**config.mk**
```make
export PLATFORM = sky130hd
export DESIGN_NAME = dual_leg_lift_move_controller_core
export DESIGN_NICKNAME = d
export VERILOG_FILES = /design/src/rtl/dllmc_pkg.sv /design/src/rtl/dllmc_front.sv /design/src/rtl/dllmc_queue.sv /design/src/rtl/dllmc_back.sv /design/src/rtl/dual_leg_lift_move_controller_core.sv
export VERILOG_INCLUDE_DIRS = /design/src /design/src/rtl
export SDC_FILE = /design/constraint.sdc
export NUM_CORES = 1
export LEC_CHECK = 0
export ABC_CLOCK_PERIOD_IN_PS = 27500
export BUFFER_PORTS_ARGS = -buffer_cell sky130_fd_sc_hd__buf_2
export CAP_MARGIN = 30
export CORE_MARGIN = 3
export CORE_UTILIZATION = 45
export CTS_CLUSTER_SIZE = 30
export DETAILED_ROUTE_END_ITERATION = 12
export PLACE_DENSITY = 0.59
export SYNTH_ARGS = -nofsm -noshare
export SYNTH_HDL_FRONTEND = slang
export SYNTH_HIERARCHICAL = 1
export SYNTH_SLANG_ARGS = --single-unit
```
**constraint.sdc**
```tcl
create_clock -name clk_i -period 27.5 [get_ports clk_i]
set_clock_uncertainty 0.1 [all_clocks]
set_input_delay 6.875 -clock clk_i [delete_from_list [all_inputs] [get_ports clk_i]]
set_output_delay 6.875 -clock clk_i [all_outputs]
set_load 0.03 [all_outputs]
```
**src/rtl/dual_leg_lift_move_controller_core_macros.svh**
```systemverilog
// Assertion macros for the lift move controller core.
`ifndef DUAL_LEG_LIFT_MOVE_CONTROLLER_CORE_MACROS_SVH
`define DUAL_LEG_LIFT_MOVE_CONTROLLER_CORE_MACROS_SVH

// Same-cycle implication, sampled on clk_i, off while rst_ni is low.
`define DLLMC_ASSERT_IMP(label, ante, cons) \
  label: assert property (@(posedge clk_i) disable iff (!rst_ni) (ante) |-> (cons)) \
    else $error("dllmc check failed");

// Next-cycle implication, sampled on clk_i, off while rst_ni is low.
`define DLLMC_ASSERT_NXT(label, ante, cons) \
  label: assert property (@(posedge clk_i) disable iff (!rst_ni) (ante) |=> (cons)) \
    else $error("dllmc check failed");

`endif

```
**src/rtl/dllmc_pkg.sv**
```systemverilog
// Types and constants shared by the lift move controller modules.
package dllmc_pkg;

  typedef enum logic [1:0] {
    ACT_POLL  = 2'd0,
    ACT_SET   = 2'd1,
    ACT_RECAL = 2'd2,
    ACT_NOP   = 2'd3
  } action_e;

  typedef enum logic [3:0] {
    ST_IDLE    = 4'd0,
    ST_PREPARE = 4'd1,
    ST_DOWN    = 4'd2,
    ST_UP      = 4'd3,
    ST_STOP    = 4'd4,
    ST_DONE    = 4'd5,
    ST_RPREP   = 4'd6,
    ST_RON     = 4'd7,
    ST_RDONE   = 4'd8
  } mode_e;

  typedef enum logic [3:0] {
    CMD_NONE     = 4'd0,
    CMD_IDLE     = 4'd1,
    CMD_PREMOVE  = 4'd2,
    CMD_LOWER    = 4'd3,
    CMD_RAISE    = 4'd4,
    CMD_OK       = 4'd5,
    CMD_FINISH   = 4'd6,
    CMD_CALBEGIN = 4'd7,
    CMD_CALEND   = 4'd8
  } cmd_e;

  localparam int unsigned CfgIdxW = 3;
  localparam logic [CfgIdxW-1:0] CFG_MIN_LIMIT     = 3'd0;
  localparam logic [CfgIdxW-1:0] CFG_MAX_LIMIT     = 3'd1;
  localparam logic [CfgIdxW-1:0] CFG_TARGET_OFFSET = 3'd2;
  localparam logic [CfgIdxW-1:0] CFG_MAX_DELTA     = 3'd3;
  localparam logic [CfgIdxW-1:0] CFG_TIMEOUT_MS    = 3'd4;

  localparam logic [15:0] CAL_END_VALUE = 16'd99;
  localparam logic [7:0]  STAT_IDLE_A   = 8'h25;
  localparam logic [7:0]  STAT_IDLE_B   = 8'h60;
  localparam logic [7:0]  STAT_CAL      = 8'h01;
  localparam logic [15:0] POS_NO_CHANGE = 16'hFFFF;

  typedef struct packed {
    logic [1:0]  action;
    logic [15:0] enc_a;
    logic [7:0]  status_a;
    logic        fail_a;
    logic [15:0] enc_b;
    logic [7:0]  status_b;
    logic        fail_b;
    logic [31:0] now_ms;
    logic [15:0] position;
  } in_t;

  typedef struct packed {
    logic [3:0]  command;
    logic [15:0] command_value;
    logic [3:0]  ctrl_state;
    logic        alarm;
    logic [15:0] target_now;
    logic        move_pending;
  } out_t;

  typedef struct packed {
    logic [15:0] min_limit;
    logic [15:0] max_limit;
    logic [15:0] target_offset;
    logic [15:0] max_delta;
    logic [15:0] timeout_ms;
  } cfg_t;

  // Classified request as held in the queue
  typedef struct packed {
    action_e     kind;
    logic        legs_ok;
    logic        pos_ok;
    logic [15:0] enc_a;
    logic [7:0]  status_a;
    logic        fail_a;
    logic [15:0] enc_b;
    logic [7:0]  status_b;
    logic        fail_b;
    logic [31:0] now_ms;
    logic [15:0] position;
  } item_t;

  typedef struct packed {
    logic full;
    logic empty;
  } q_stat_t;

endpackage

```
**src/rtl/dllmc_front.sv**
```systemverilog
// Front end: accepts requests and classifies them into queue items.
module dllmc_front (
  input  logic              in_valid_i,
  output logic              in_stall_o,
  input  dllmc_pkg::in_t    in_data_i,
  input  dllmc_pkg::q_stat_t q_stat_i,
  output logic              push_o,
  output dllmc_pkg::item_t  item_o
);
  import dllmc_pkg::*;

  assign in_stall_o = q_stat_i.full;
  assign push_o     = in_valid_i && !q_stat_i.full;

  always_comb begin
    item_o.kind     = action_e'(in_data_i.action);
    item_o.legs_ok  = !in_data_i.fail_a && !in_data_i.fail_b;
    // zero and all-ones positions leave the target alone
    item_o.pos_ok   = (in_data_i.position != '0) && (in_data_i.position != POS_NO_CHANGE);
    item_o.enc_a    = in_data_i.enc_a;
    item_o.status_a = in_data_i.status_a;
    item_o.fail_a   = in_data_i.fail_a;
    item_o.enc_b    = in_data_i.enc_b;
    item_o.status_b = in_data_i.status_b;
    item_o.fail_b   = in_data_i.fail_b;
    item_o.now_ms   = in_data_i.now_ms;
    item_o.position = in_data_i.position;
  end

endmodule

```
**src/rtl/dllmc_queue.sv**
```systemverilog
// Short request queue between front end and back end.
module dllmc_queue #(
  parameter int unsigned Depth = 2
) (
  input  logic               clk_i,
  input  logic               rst_ni,
  input  logic               push_i,
  input  dllmc_pkg::item_t   item_i,
  input  logic               pop_i,
  output dllmc_pkg::item_t   item_o,
  output dllmc_pkg::q_stat_t q_stat_o
);
  import dllmc_pkg::*;

  localparam int unsigned PtrW = (Depth > 1) ? $clog2(Depth) : 1;
  localparam int unsigned CntW = $clog2(Depth + 1);

  item_t mem_q [Depth];
  logic [PtrW-1:0] wr_ptr_q, wr_ptr_d, rd_ptr_q, rd_ptr_d;
  logic [CntW-1:0] cnt_q, cnt_d;
  logic            do_push, do_pop;

  assign q_stat_o.full  = (cnt_q == CntW'(Depth));
  assign q_stat_o.empty = (cnt_q == '0);
  assign do_push        = push_i && !q_stat_o.full;
  assign do_pop         = pop_i && !q_stat_o.empty;
  assign item_o         = mem_q[rd_ptr_q];

  always_comb begin
    wr_ptr_d = wr_ptr_q;
    rd_ptr_d = rd_ptr_q;
    cnt_d    = cnt_q;
    if (do_push) begin
      wr_ptr_d = (wr_ptr_q == PtrW'(Depth - 1)) ? '0 : wr_ptr_q + 1'b1;
    end
    if (do_pop) begin
      rd_ptr_d = (rd_ptr_q == PtrW'(Depth - 1)) ? '0 : rd_ptr_q + 1'b1;
    end
    if (do_push && !do_pop) begin
      cnt_d = cnt_q + 1'b1;
    end else if (do_pop && !do_push) begin
      cnt_d = cnt_q - 1'b1;
    end
  end

  always_ff @(posedge clk_i or negedge rst_ni) begin
    if (!rst_ni) begin
      wr_ptr_q <= '0;
      rd_ptr_q <= '0;
      cnt_q    <= '0;
    end else begin
      wr_ptr_q <= wr_ptr_d;
      rd_ptr_q <= rd_ptr_d;
      cnt_q    <= cnt_d;
    end
  end

  always_ff @(posedge clk_i) begin
    if (do_push) begin
      mem_q[wr_ptr_q] <= item_i;
    end
  end

endmodule

```
**src/rtl/dllmc_back.sv**
```systemverilog
// Back end: leg readings, move state machine and registered result.
module dllmc_back (
  input  logic               clk_i,
  input  logic               rst_ni,
  input  dllmc_pkg::cfg_t    cfg_i,
  input  dllmc_pkg::q_stat_t q_stat_i,
  input  dllmc_pkg::item_t   item_i,
  output logic               pop_o,
  output logic               out_valid_o,
  input  logic               out_stall_i,
  output dllmc_pkg::out_t    out_data_o
);
  import dllmc_pkg::*;

  mode_e       mode_q, mode_d;
  logic [15:0] pos_a_q, pos_a_d, pos_b_q, pos_b_d;
  logic [7:0]  stat_a_q, stat_a_d, stat_b_q, stat_b_d;
  logic [15:0] goal_q, goal_d;
  logic        pend_q, pend_d;
  logic [31:0] last_q, last_d;
  logic        out_valid_q, out_valid_d;
  out_t        out_q, out_d;

  function automatic logic leg_idle(input logic [7:0] s);
    return (s == '0) || (s == STAT_IDLE_A) || (s == STAT_IDLE_B);
  endfunction

  // Target clamped to the limits and to max_delta around the leg span
  function automatic logic [15:0] clamp_goal(input logic [15:0] g, input logic [15:0] lo,
                                             input logic [15:0] hi, input cfg_t c);
    logic [16:0] hi_t;
    logic [16:0] min_plus;
    logic [15:0] lo_t;
    hi_t     = {1'b0, lo} + {1'b0, c.max_delta};
    if (hi_t > {1'b0, c.max_limit}) hi_t = {1'b0, c.max_limit};
    min_plus = {1'b0, c.min_limit} + {1'b0, c.max_delta};
    lo_t     = ({1'b0, hi} > min_plus) ? hi - c.max_delta : c.min_limit;
    if (g < lo_t) return lo_t;
    if ({1'b0, g} > hi_t) return hi_t[15:0];
    return g;
  endfunction

  assign pop_o = !q_stat_i.empty && (!out_valid_q || !out_stall_i);

  always_comb begin
    logic [15:0] lo, hi;
    logic        idle2, timed_out, in_recal, emit_val;
    logic [16:0] bound;
    cmd_e        cmd;
    logic [15:0] val;
    logic        alarm;

    mode_d   = mode_q;
    pos_a_d  = pos_a_q;
    pos_b_d  = pos_b_q;
    stat_a_d = stat_a_q;
    stat_b_d = stat_b_q;
    goal_d   = goal_q;
    pend_d   = pend_q;
    last_d   = last_q;
    cmd      = CMD_NONE;
    val      = '0;
    alarm    = 1'b0;
    emit_val = 1'b0;
    lo       = '0;
    hi       = '0;
    idle2    = 1'b0;
    timed_out = 1'b0;
    bound    = '0;
    in_recal = (mode_q == ST_RPREP) || (mode_q == ST_RON) || (mode_q == ST_RDONE);

    if (pop_o) begin
      unique case (item_i.kind)
        ACT_POLL: begin
          if (!item_i.fail_a) begin
            if (item_i.enc_a != pos_a_q) last_d = item_i.now_ms;
            pos_a_d  = item_i.enc_a;
            stat_a_d = item_i.status_a;
          end
          if (!item_i.fail_b) begin
            if (item_i.enc_b != pos_b_q) last_d = item_i.now_ms;
            pos_b_d  = item_i.enc_b;
            stat_b_d = item_i.status_b;
          end
          lo        = (pos_a_d < pos_b_d) ? pos_a_d : pos_b_d;
          hi        = (pos_a_d > pos_b_d) ? pos_a_d : pos_b_d;
          idle2     = leg_idle(stat_a_d) && leg_idle(stat_b_d);
          timed_out = (item_i.now_ms - last_d) > {16'd0, cfg_i.timeout_ms};
          if (!item_i.legs_ok) begin
            alarm = pend_q;
          end else begin
            unique case (mode_q)
              ST_IDLE: begin
                if (pend_q && idle2) begin
                  mode_d = ST_PREPARE;
                end else begin
                  cmd = CMD_IDLE; emit_val = 1'b1;
                end
              end
              ST_PREPARE: begin
                if (goal_q < lo) begin
                  bound = {1'b0, cfg_i.min_limit} + {1'b0, cfg_i.target_offset};
                  if ({1'b0, goal_q} >= bound) goal_d = goal_q - cfg_i.target_offset;
                  mode_d = ST_DOWN;
                  last_d = item_i.now_ms;
                  cmd = CMD_PREMOVE; emit_val = 1'b1;
                end else if (goal_q > hi) begin
                  bound = {1'b0, goal_q} + {1'b0, cfg_i.target_offset};
                  if (bound <= {1'b0, cfg_i.max_limit}) goal_d = bound[15:0];
                  mode_d = ST_UP;
                  last_d = item_i.now_ms;
                  cmd = CMD_PREMOVE; emit_val = 1'b1;
                end else begin
                  pend_d = 1'b0;
                  mode_d = ST_IDLE;
                end
              end
              ST_DOWN: begin
                if (goal_q >= lo || timed_out) begin
                  mode_d = ST_STOP;
                end else begin
                  cmd = CMD_LOWER; emit_val = 1'b1;
                end
              end
              ST_UP: begin
                if (goal_q <= hi || timed_out) begin
                  mode_d = ST_STOP;
                end else begin
                  cmd = CMD_RAISE; emit_val = 1'b1;
                end
              end
              ST_STOP: begin
                mode_d = ST_DONE;
                cmd = CMD_OK; emit_val = 1'b1;
              end
              ST_DONE: begin
                if (idle2) begin
                  pend_d = 1'b0;
                  mode_d = ST_IDLE;
                end else begin
                  cmd = CMD_FINISH; emit_val = 1'b1;
                end
              end
              ST_RPREP: begin
                mode_d = ST_RON;
                cmd = CMD_PREMOVE; emit_val = 1'b1;
              end
              ST_RON: begin
                if (stat_a_d == STAT_CAL && stat_b_d == STAT_CAL && hi <= CAL_END_VALUE) begin
                  mode_d = ST_RDONE;
                end else begin
                  cmd = CMD_CALBEGIN;
                end
              end
              ST_RDONE: begin
                mode_d = ST_IDLE;
                cmd = CMD_CALEND;
                val = CAL_END_VALUE;
              end
              default: mode_d = ST_IDLE;
            endcase
            if (emit_val) val = clamp_goal(goal_d, lo, hi, cfg_i);
          end
        end
        ACT_SET: begin
          if (!in_recal && item_i.pos_ok) begin
            goal_d = item_i.position;
            pend_d = 1'b1;
          end
        end
        ACT_RECAL: begin
          if (!in_recal && leg_idle(stat_a_q) && leg_idle(stat_b_q)) begin
            pend_d = 1'b0;
            mode_d = ST_RPREP;
          end
        end
        ACT_NOP: ;
        default: ;
      endcase
    end

    out_d.command       = cmd;
    out_d.command_value = val;
    out_d.ctrl_state    = mode_d;
    out_d.alarm         = alarm;
    out_d.target_now    = goal_d;
    out_d.move_pending  = pend_d;

    if (pop_o) begin
      out_valid_d = 1'b1;
    end else if (!out_stall_i) begin
      out_valid_d = 1'b0;
    end else begin
      out_valid_d = out_valid_q;
    end
  end

  always_ff @(posedge clk_i or negedge rst_ni) begin
    if (!rst_ni) begin
      mode_q      <= ST_IDLE;
      pos_a_q     <= '0;
      pos_b_q     <= '0;
      stat_a_q    <= '0;
      stat_b_q    <= '0;
      goal_q      <= '0;
      pend_q      <= 1'b0;
      last_q      <= '0;
      out_valid_q <= 1'b0;
    end else begin
      mode_q      <= mode_d;
      pos_a_q     <= pos_a_d;
      pos_b_q     <= pos_b_d;
      stat_a_q    <= stat_a_d;
      stat_b_q    <= stat_b_d;
      goal_q      <= goal_d;
      pend_q      <= pend_d;
      last_q      <= last_d;
      out_valid_q <= out_valid_d;
    end
  end

  always_ff @(posedge clk_i) begin
    if (pop_o) begin
      out_q <= out_d;
    end
  end

  assign out_valid_o = out_valid_q;
  assign out_data_o  = out_q;

endmodule

```
**src/rtl/dual_leg_lift_move_controller_core.sv**
```systemverilog
// Two-leg lift move controller: every request (poll, set target, recalibrate)
// gives exactly one result. Requests enter a queue of QueueDepth entries; the
// back end handles one request per cycle while the output is not stalled, so
// the block sustains one request per clock under that condition. A taken
// request is stored in the queue and, once popped from the queue head, its
// result is registered before it reaches the output. in_stall_o rises only
// when the queue is full, i.e. when the result side has been stalled for a
// while. Configuration writes are taken in any cycle (cfg_ready_o is always
// high).
`include "dual_leg_lift_move_controller_core_macros.svh"

module dual_leg_lift_move_controller_core #(
  parameter int unsigned QueueDepth = 2
) (
  input  logic                              clk_i,
  input  logic                              rst_ni,
  input  logic                              in_valid_i,
  output logic                              in_stall_o,
  input  dllmc_pkg::in_t                    in_data_i,
  output logic                              out_valid_o,
  input  logic                              out_stall_i,
  output dllmc_pkg::out_t                   out_data_o,
  input  logic                              cfg_valid_i,
  output logic                              cfg_ready_o,
  input  logic [dllmc_pkg::CfgIdxW-1:0]     cfg_index_i,
  input  logic [15:0]                       cfg_data_i
);
  import dllmc_pkg::*;

  cfg_t    cfg_q, cfg_d;
  q_stat_t q_stat;
  item_t   push_item, head_item;
  logic    push, pop;
  logic    res_alarm, res_quiet, res_recal, res_cal_end, res_cal_val;

  assign cfg_ready_o = 1'b1;

  always_comb begin
    cfg_d = cfg_q;
    if (cfg_valid_i && cfg_ready_o) begin
      unique case (cfg_index_i)
        CFG_MIN_LIMIT:     cfg_d.min_limit     = cfg_data_i;
        CFG_MAX_LIMIT:     cfg_d.max_limit     = cfg_data_i;
        CFG_TARGET_OFFSET: cfg_d.target_offset = cfg_data_i;
        CFG_MAX_DELTA:     cfg_d.max_delta     = cfg_data_i;
        CFG_TIMEOUT_MS:    cfg_d.timeout_ms    = cfg_data_i;
        default: ;
      endcase
    end
  end

  always_ff @(posedge clk_i or negedge rst_ni) begin
    if (!rst_ni) begin
      cfg_q.min_limit     <= 16'd0;
      cfg_q.max_limit     <= 16'hFFFF;
      cfg_q.target_offset <= 16'd0;
      cfg_q.max_delta     <= 16'hFFFF;
      cfg_q.timeout_ms    <= 16'd256;
    end else begin
      cfg_q <= cfg_d;
    end
  end

  dllmc_front u_front (
    .in_valid_i (in_valid_i),
    .in_stall_o (in_stall_o),
    .in_data_i  (in_data_i),
    .q_stat_i   (q_stat),
    .push_o     (push),
    .item_o     (push_item)
  );

  dllmc_queue #(
    .Depth (QueueDepth)
  ) u_queue (
    .clk_i    (clk_i),
    .rst_ni   (rst_ni),
    .push_i   (push),
    .item_i   (push_item),
    .pop_i    (pop),
    .item_o   (head_item),
    .q_stat_o (q_stat)
  );

  dllmc_back u_back (
    .clk_i       (clk_i),
    .rst_ni      (rst_ni),
    .cfg_i       (cfg_q),
    .q_stat_i    (q_stat),
    .item_i      (head_item),
    .pop_o       (pop),
    .out_valid_o (out_valid_o),
    .out_stall_i (out_stall_i),
    .out_data_o  (out_data_o)
  );

  assign res_alarm   = out_valid_o && out_data_o.alarm;
  assign res_quiet   = out_data_o.move_pending && (out_data_o.command == CMD_NONE);
  assign res_recal   = out_valid_o && ((out_data_o.ctrl_state == ST_RPREP) ||
                                       (out_data_o.ctrl_state == ST_RON) ||
                                       (out_data_o.ctrl_state == ST_RDONE));
  assign res_cal_end = out_valid_o && (out_data_o.command == CMD_CALEND);
  assign res_cal_val = (out_data_o.command_value == CAL_END_VALUE);

  // an alarm never comes with a command and only while a move is pending
  `DLLMC_ASSERT_IMP(a_alarm_quiet, res_alarm, res_quiet)
  // recalibration always runs with no move pending
  `DLLMC_ASSERT_IMP(a_recal_no_pend, res_recal, !out_data_o.move_pending)
  // a queued request is always handed on once the output side is free
  `DLLMC_ASSERT_NXT(a_queue_drains, !q_stat.empty && !out_stall_i, out_valid_o)
  `DLLMC_ASSERT_IMP(a_cal_end_val, res_cal_end, res_cal_val)

endmodule
```
==> results of run 1 <==
-- worst min path at each step --
stage	from	end	depth (start not counted)
floorplan	u_back/last_q[0]$_DFFE_PN0P_	u_back/last_q[0]$_DFFE_PN0P_	2
global placement	u_back/last_q[0]$_DFFE_PN0P_	u_back/last_q[0]$_DFFE_PN0P_	2
detailed placement	u_back/out_valid_o$_DFFE_PN0P_	u_back/out_valid_o$_DFFE_PN0P_	2
CTS	u_back/out_valid_o$_DFFE_PN0P_	u_back/out_valid_o$_DFFE_PN0P_	2
global route	u_back/out_valid_o$_DFFE_PN0P_	u_back/out_valid_o$_DFFE_PN0P_	2
finish	u_back/last_q[0]$_DFFE_PN0P_	u_back/last_q[0]$_DFFE_PN0P_	2
-- cells in the mapped netlist, types with 33 or more instances --
master,number,area [µm²]
inv_1,179,672
mux2i_1,125,1250
nor2_1,175,657
a21oi_1,198,991
clkbuf_1,41,154
mux2_2,218,2450
buf_4,105,788
nor3_1,50,250
ha_1,285,3570
o21a_1,41,308
nand3_1,46,230
xnor2_1,60,526
edfxtp_1,246,7390
nand4_1,40,250
a21o_1,35,263
xor2_1,71,622
dfstp_2,33,867
dfrtp_1,153,3830
o21ai_0,98,490
nand2_1,153,574
-- through the flow --
step	area [µm²]	setup WS, ps	hold WS [ps]
final	32700	16240	385
after global routing	32600	15380	408
after CTS	32600	16290	393
after detailed placement	31000	16350	380
after global placement	30900	16420	367
after floorplan	29900	15470	350
-- layer usage --
metal	global-route usage, %	part of all wire (%)	vias up
li1	-	-	10400
met1	31.4	42	10700
met2	40.8	47	669
met3	2.87	4.6	203
met4	11.9	5.5	0
met5	0	0	-
-- sequential cells by signal (all words and copies together), names as in the netlist --
signal,count
u_back/last_q,32
u_back/out_data_o,42
u_queue/cnt_q,2
u_queue/rd_ptr_q,1
u_back/pos_a_q,16
u_back/pend_q,1
u_back/pos_b_q,16
u_back/mode_q,4
u_queue/mem_q,204
u_queue/wr_ptr_q,1
u_back/out_valid_o,1
u_back/goal_q,16
cfg_q,80
u_back/stat_a_q,8
u_back/stat_b_q,8
-- cell usage in the layout (no fill, tap or decap), drive strengths merged, types with 41 or more instances in the layout --
master  netlist  layout
nor2        177     177
mux2i       125     125
o21ai       103     103
xnor2        60      60
a21oi       201     201
buf         149     208
xor2         71      71
dfrtp       153     153
inv         179     181
clkbuf       42      75
o21a         41      41
mux2        248     248
ha          285     285
nand3        46      46
edfxtp      246     246
nor3         51      51
nand2       155     155
-- worst max-delay path, delay by kind of cell (launching register included) --
| family | cells | cell delay, ps |
|---|---|---|
| simple gates | 9 | 1260 |
| buf+inv | 6 | 1840 |
| flops | 1 | 840 |
| compound gates | 16 | 3220 |
| xor+xnor | 1 | 240 |
| mux | 5 | 2160 |
| fa+ha+maj | 4 | 1340 |
-- logic make-up (layout without fill, tap and decap cells) --
group	count (synthesis)	in the layout	share of synthesized area, %
buffers and inverters	370	479	6.37
flip-flops	432	432	40.4
multiplexers	373	373	13.9
other	1	3	0.0125
XOR/XNOR	131	131	3.83
adder cells (fa/ha/maj)	292	292	12.4
AO/OA/AOI/OAI	583	583	12.7
AND/OR/NAND/NOR	633	633	10.5
-- layout make-up --
class | count | share of cell area (%)
Clock buffer | 73 | 4.12
Antenna cell | 2 | 0.0153
Tap cell | 855 | 3.28
Multi-Input combinational cell | 2013 | 49.0
Sequential cell | 432 | 37.0
Clock inverter | 17 | 0.801
Inverter | 179 | 2.06
Timing Repair Buffer | 210 | 3.75
==> impl_metrics.csv, run 1 <==
group,metric,value,unit
synth,synthesis.area,0.0299,mm²
final_layout,area_delta_synth_final,9.11,%
synth,yosysUniqueCellTypes,92,
final_layout,drive_gt1_share,20.4,%
drt,wire_per_inst,22.9,µm
drt,route.vias.total,22000,
floorplanning,die_area,0.0696,mm²
setup_path,start_kind,"flop",
setup_path,critPathMaxStageDelay,840,ps
floorplanning,dieHeight,264,µm
clock_network,numCtsBuffers,48,
setup_path,crit_start,"u_queue/rd_ptr_q$_DFFE_PN0P_",
global_routing,first_global_vias,22400,
floorplanning,rows,93,
worst_hold_path,worstHoldPathType,"flop to flop",
floorplanning,boundaryPins,169,
final_layout,regArea,0.0121,mm²
final_layout,fin_nets,3300,
drt,first_pass_iters,5,
sta,relSlewSlack,34.5,%
clock_network,clock-root-buffer,"clkbuf_16",
global_routing,antenna_found_initial,2,
clock_network,htreeDepth,2,
setup_path,ff2ff_setup_slack,16240,ps
setup_path,rr_startpoint,"u_queue/rd_ptr_q$_DFFE_PN0P_",
flow_run,max-cap-violations,0,
floorplanning,die_w,264,µm
setup_path,cp_max_fo,58,
clock_network,path_clk_slew,60,ps
drt,viasPerCell,5.82,
global_routing,grt_use_total,24.4,%
place,post-place-cells,3686,
setup_path,reg2reg_depth,41,
synth,synth_seq_cells,432,
synth,synthFlopType,"edfxtp_1",
clock_network,cts_hold_repair.buffers,0,
place,dp_hpwl,67200,µm
synth,synthArstFlopShare,43.1,%
clock_network,clock-sinks,432,
setup_path,cp_slowest_cell,"dfrtp_4",
sta,tns,0,ps
clock_network,cts_setup_buffers,0,
clock_network,cts_tree,"yes",
final_layout,multi_input_area,0.0160,mm²
sta,finalCritPeriodShare,40.9,%
clock_network,clock_latency,620,ps
place,gp_congestion,0.967,
floorplanning,start_util,45.9,%
sta,grt_setup_unrepaired,"false",
setup_path,r2r-end,"u_back/out_data_o[29]$_SDFFCE_PN0P_",
synth,synth_cells,2815,
sta,slew_viol_final,0,
global_routing,grt_pass1_wl,132000,µm
setup_path,required,27840,ps
synth,syn_nets,3231,
floorplanning,core,0.0652,mm²
global_routing,grt_max_degree,72,
setup_path,cp-endpoint,"u_back/out_data_o[29]$_SDFFCE_PN0P_",
setup_path,cp.arrival,11590,ps
sta,fmax,88.8,MHz
drt,ant_nets,0,
clock_network,ctsResizeCount,0,
synth,synth_enable_flop_cells,246,
synth,postSynthAreaPerCell,10.6,µm²
setup_path,endpoint_kind,"flop",
sta,period_minus_slack,11260,ps
final_layout,n_fill_cell,5962,
synth,yosysSeqAreaShare,40.4,%
sta,hold_viol_final,0,
setup_path,critical_path_class,"flop to flop",
global_routing,globalRouteOverflowTotal,0,
place,io_buffers,167,
clock_network,clk_path_buf_depth,3,
sta,tightest_slew,957,ps
drt,drtIter0Drc,1489,
synth,yosys_warnings,6,
sta,setup_violations,0,
final_layout,fin_util,50.1,%
drt,routed_wirelength,86700,µm
drt,drc,0,
final_layout,final_cells,3781,
outcome,status,"finished, final reports clean",
Power of run 1 is not shown: default switching activity piles up to over one toggle a cycle in this logic, so the estimate is an artifact.
==> run 2, diff against run 1 <==
ABC_CLOCK_PERIOD_IN_PS = 11000   (was 27500)
clock period = 11 ns   (was 27.5 ns; I/O delays follow)
==> impl_metrics.csv, run 2 (synthesized netlist as in run 1, its figures left out) <==
group,metric,value,unit
clock_network,clock-sinks,432,
flow_run,max-cap-violations,0,
sta,setup_ws,657,ps
drt,route.vias.total,22200,
setup_path,r2r-end,"u_back/out_data_o[29]$_SDFFCE_PN0P_",
global_routing,grt_use_met3,3.19,%
sta,finalHoldWorstSlack,393,ps
global_routing,grt_use_total,24.3,%
sta,tns,0,ps
final_layout,antenna_cells,0,
final_layout,largest_reg_flops,204,
worst_hold_path,min_delay_worst_endpoint,"u_back/last_q[0]$_DFFE_PN0P_",
global_routing,globalRouteOverflowTotal,0,
final_layout,multi_input_area,0.0160,mm²
global_routing,grt_pass1_wl,131000,µm
floorplanning,core,0.0652,mm²
sta,finalCritPeriodShare,94.0,%
setup_path,reg2reg_depth,38,
floorplanning,dieHeight,264,µm
final_layout,fin_util,50.6,%
clock_network,clock-root-buffer,"clkbuf_16",
clock_network,clk_path_buf_depth,3,
global_routing,grt_use_met1,31.8,%
final_layout,final_common_cell,"ha_1",
sta,slew_viol_final,0,
setup_path,cp_slowest_cell,"a2111oi_0",
global_routing,antenna_found_initial,0,
drt,viasPerCell,5.82,
clock_network,cts_setup_buffers,0,
clock_network,clock_latency,620,ps
drt,drtIter0Drc,1581,
place,dp_hpwl,67600,µm
final_layout,n_fill_cell,5869,
sta,hold_viol_final,0,
clock_network,cts_tree,"yes",
place,dp_slack,775,ps
global_routing,use_met2,40.7,%
setup_path,critPathMaxStageDelay,660,ps
floorplanning,die_w,264,µm
setup_path,cp.arrival,10670,ps
drt,ant_nets,0,
sta,relSlewSlack,35.0,%
setup_path,start_kind,"flop",
drt,routed_wirelength,87200,µm
sta,fmax,96.7,MHz
place,gp_congestion,0.970,
final_layout,regMostFlops,"u_queue/mem_q",
sta,tightest_slew,967,ps
drt,drc,0,
worst_hold_path,worstHoldStart,"u_back/last_q[0]$_DFFE_PN0P_",
setup_path,cp_max_fo,51,
outcome,status,"finished, final reports clean",
clock_network,path_clk_slew,60,ps
setup_path,ff2ff_setup_slack,660,ps
setup_path,endpoint_kind,"flop",
setup_path,critical_path_class,"flop to flop",
drt,wire_per_inst,22.8,µm
place,io_buffers,167,
clock_network,htreeDepth,2,
setup_path,required,11330,ps
setup_path,rr_startpoint,"u_queue/rd_ptr_q$_DFFE_PN0P_",
floorplanning,boundaryPins,169,
setup_path,path_common_cell,"ha_1",
floorplanning,start_util,45.9,%
final_layout,drive_gt1_share,21.7,%
global_routing,grt_max_degree,72,
global_routing,top_usage_layer,"met2",
drt,first_pass_iters,6,
setup_path,crit_start,"u_queue/rd_ptr_q$_DFFE_PN0P_",
floorplanning,rows,93,
final_layout,regArea,0.0121,mm²
worst_hold_path,worstHoldPathType,"flop to flop",
final_layout,area_delta_synth_final,10.2,%
final_layout,layout_common_cells,"ha_1, edfxtp_1, mux2_2, a21oi_1, inv_1",
global_routing,first_global_vias,21800,
sta,period_minus_slack,10340,ps
sta,setup_violations,0,
final_layout,fin_nets,3339,
clock_network,numCtsBuffers,50,
sta,grt_setup_unrepaired,"false",
worst_hold_path,whs_path_depth,2,
floorplanning,die_area,0.0696,mm²
run 2: cell count changes in the layout (fill, tap and decap cells not counted), sizes merged:
| cell | before | now |
|---|---|---|
| clkinv | 9 | 19 |
| clkbuf | 75 | 72 |
| bufinv | 4 | 2 |
| buf | 208 | 245 |
| inv | 181 | 180 |
| diode | 2 | 0 |
run 2: how the worst max path moves through the flow:
| stage | to | cells after the start |
|---|---|---|
| global placement | u_back/out_data_o[29]$_SDFFCE_PN0P_ | 33 |
| detailed placement | u_back/out_data_o[29]$_SDFFCE_PN0P_ | 33 |
| CTS | u_back/out_data_o[29]$_SDFFCE_PN0P_ | 33 |
| floorplan | u_back/out_data_o[34]$_SDFFCE_PN0P_ | 42 |
| finish | u_back/out_data_o[29]$_SDFFCE_PN0P_ | 38 |
| global route | u_back/out_data_o[29]$_SDFFCE_PN0P_ | 38 |
run 2: worst max-delay path: cells and delay by family (launching register included):
kind	cells	cell delay [ps]
DFF	1	650
xor gates and xnor gates	1	190
and+or+nand+nor	7	1070
buffers and inverters	3	760
muxes	5	1750
AOI/OAI and AO/OA	18	4520
adders and majority gates	4	1090
run 2: per-layer routing:
layer / vias up / part of all wire [%]
met5: - / 0
met1: 10900 / 43
met4: 0 / 4.5
li1: 10500 / -
met3: 180 / 4.7
met2: 692 / 47
run 2: area by class of cell:
cell class              instances  share of cell area [%]
flip-flops and latches        432                    36.6
well taps                     855                    3.24
repair buffers                247                    4.59
clock inverters                24                   0.721
clock buffers                  70                    4.26
inverters                     179                    2.04
multi-input cells            2013                    48.5
run 2: repair_timing:
item / 4_1_cts / 5_1_grt
hold endpoints to repair: 0 / 0
resized for setup: 0 / 3
setup endpoints to repair: 0 / 3
hold buffers: 0 / 0
run 2: stage by stage:
step | std cells | cell area (µm²)
after floorplan | 2815 | 29900
after global placement | 3720 | 31200
after detailed placement | 3724 | 31300
after CTS | 3818 | 32900
after global routing | 3820 | 33000
final | 3820 | 33000
Power of run 2 is left out for the same reason.
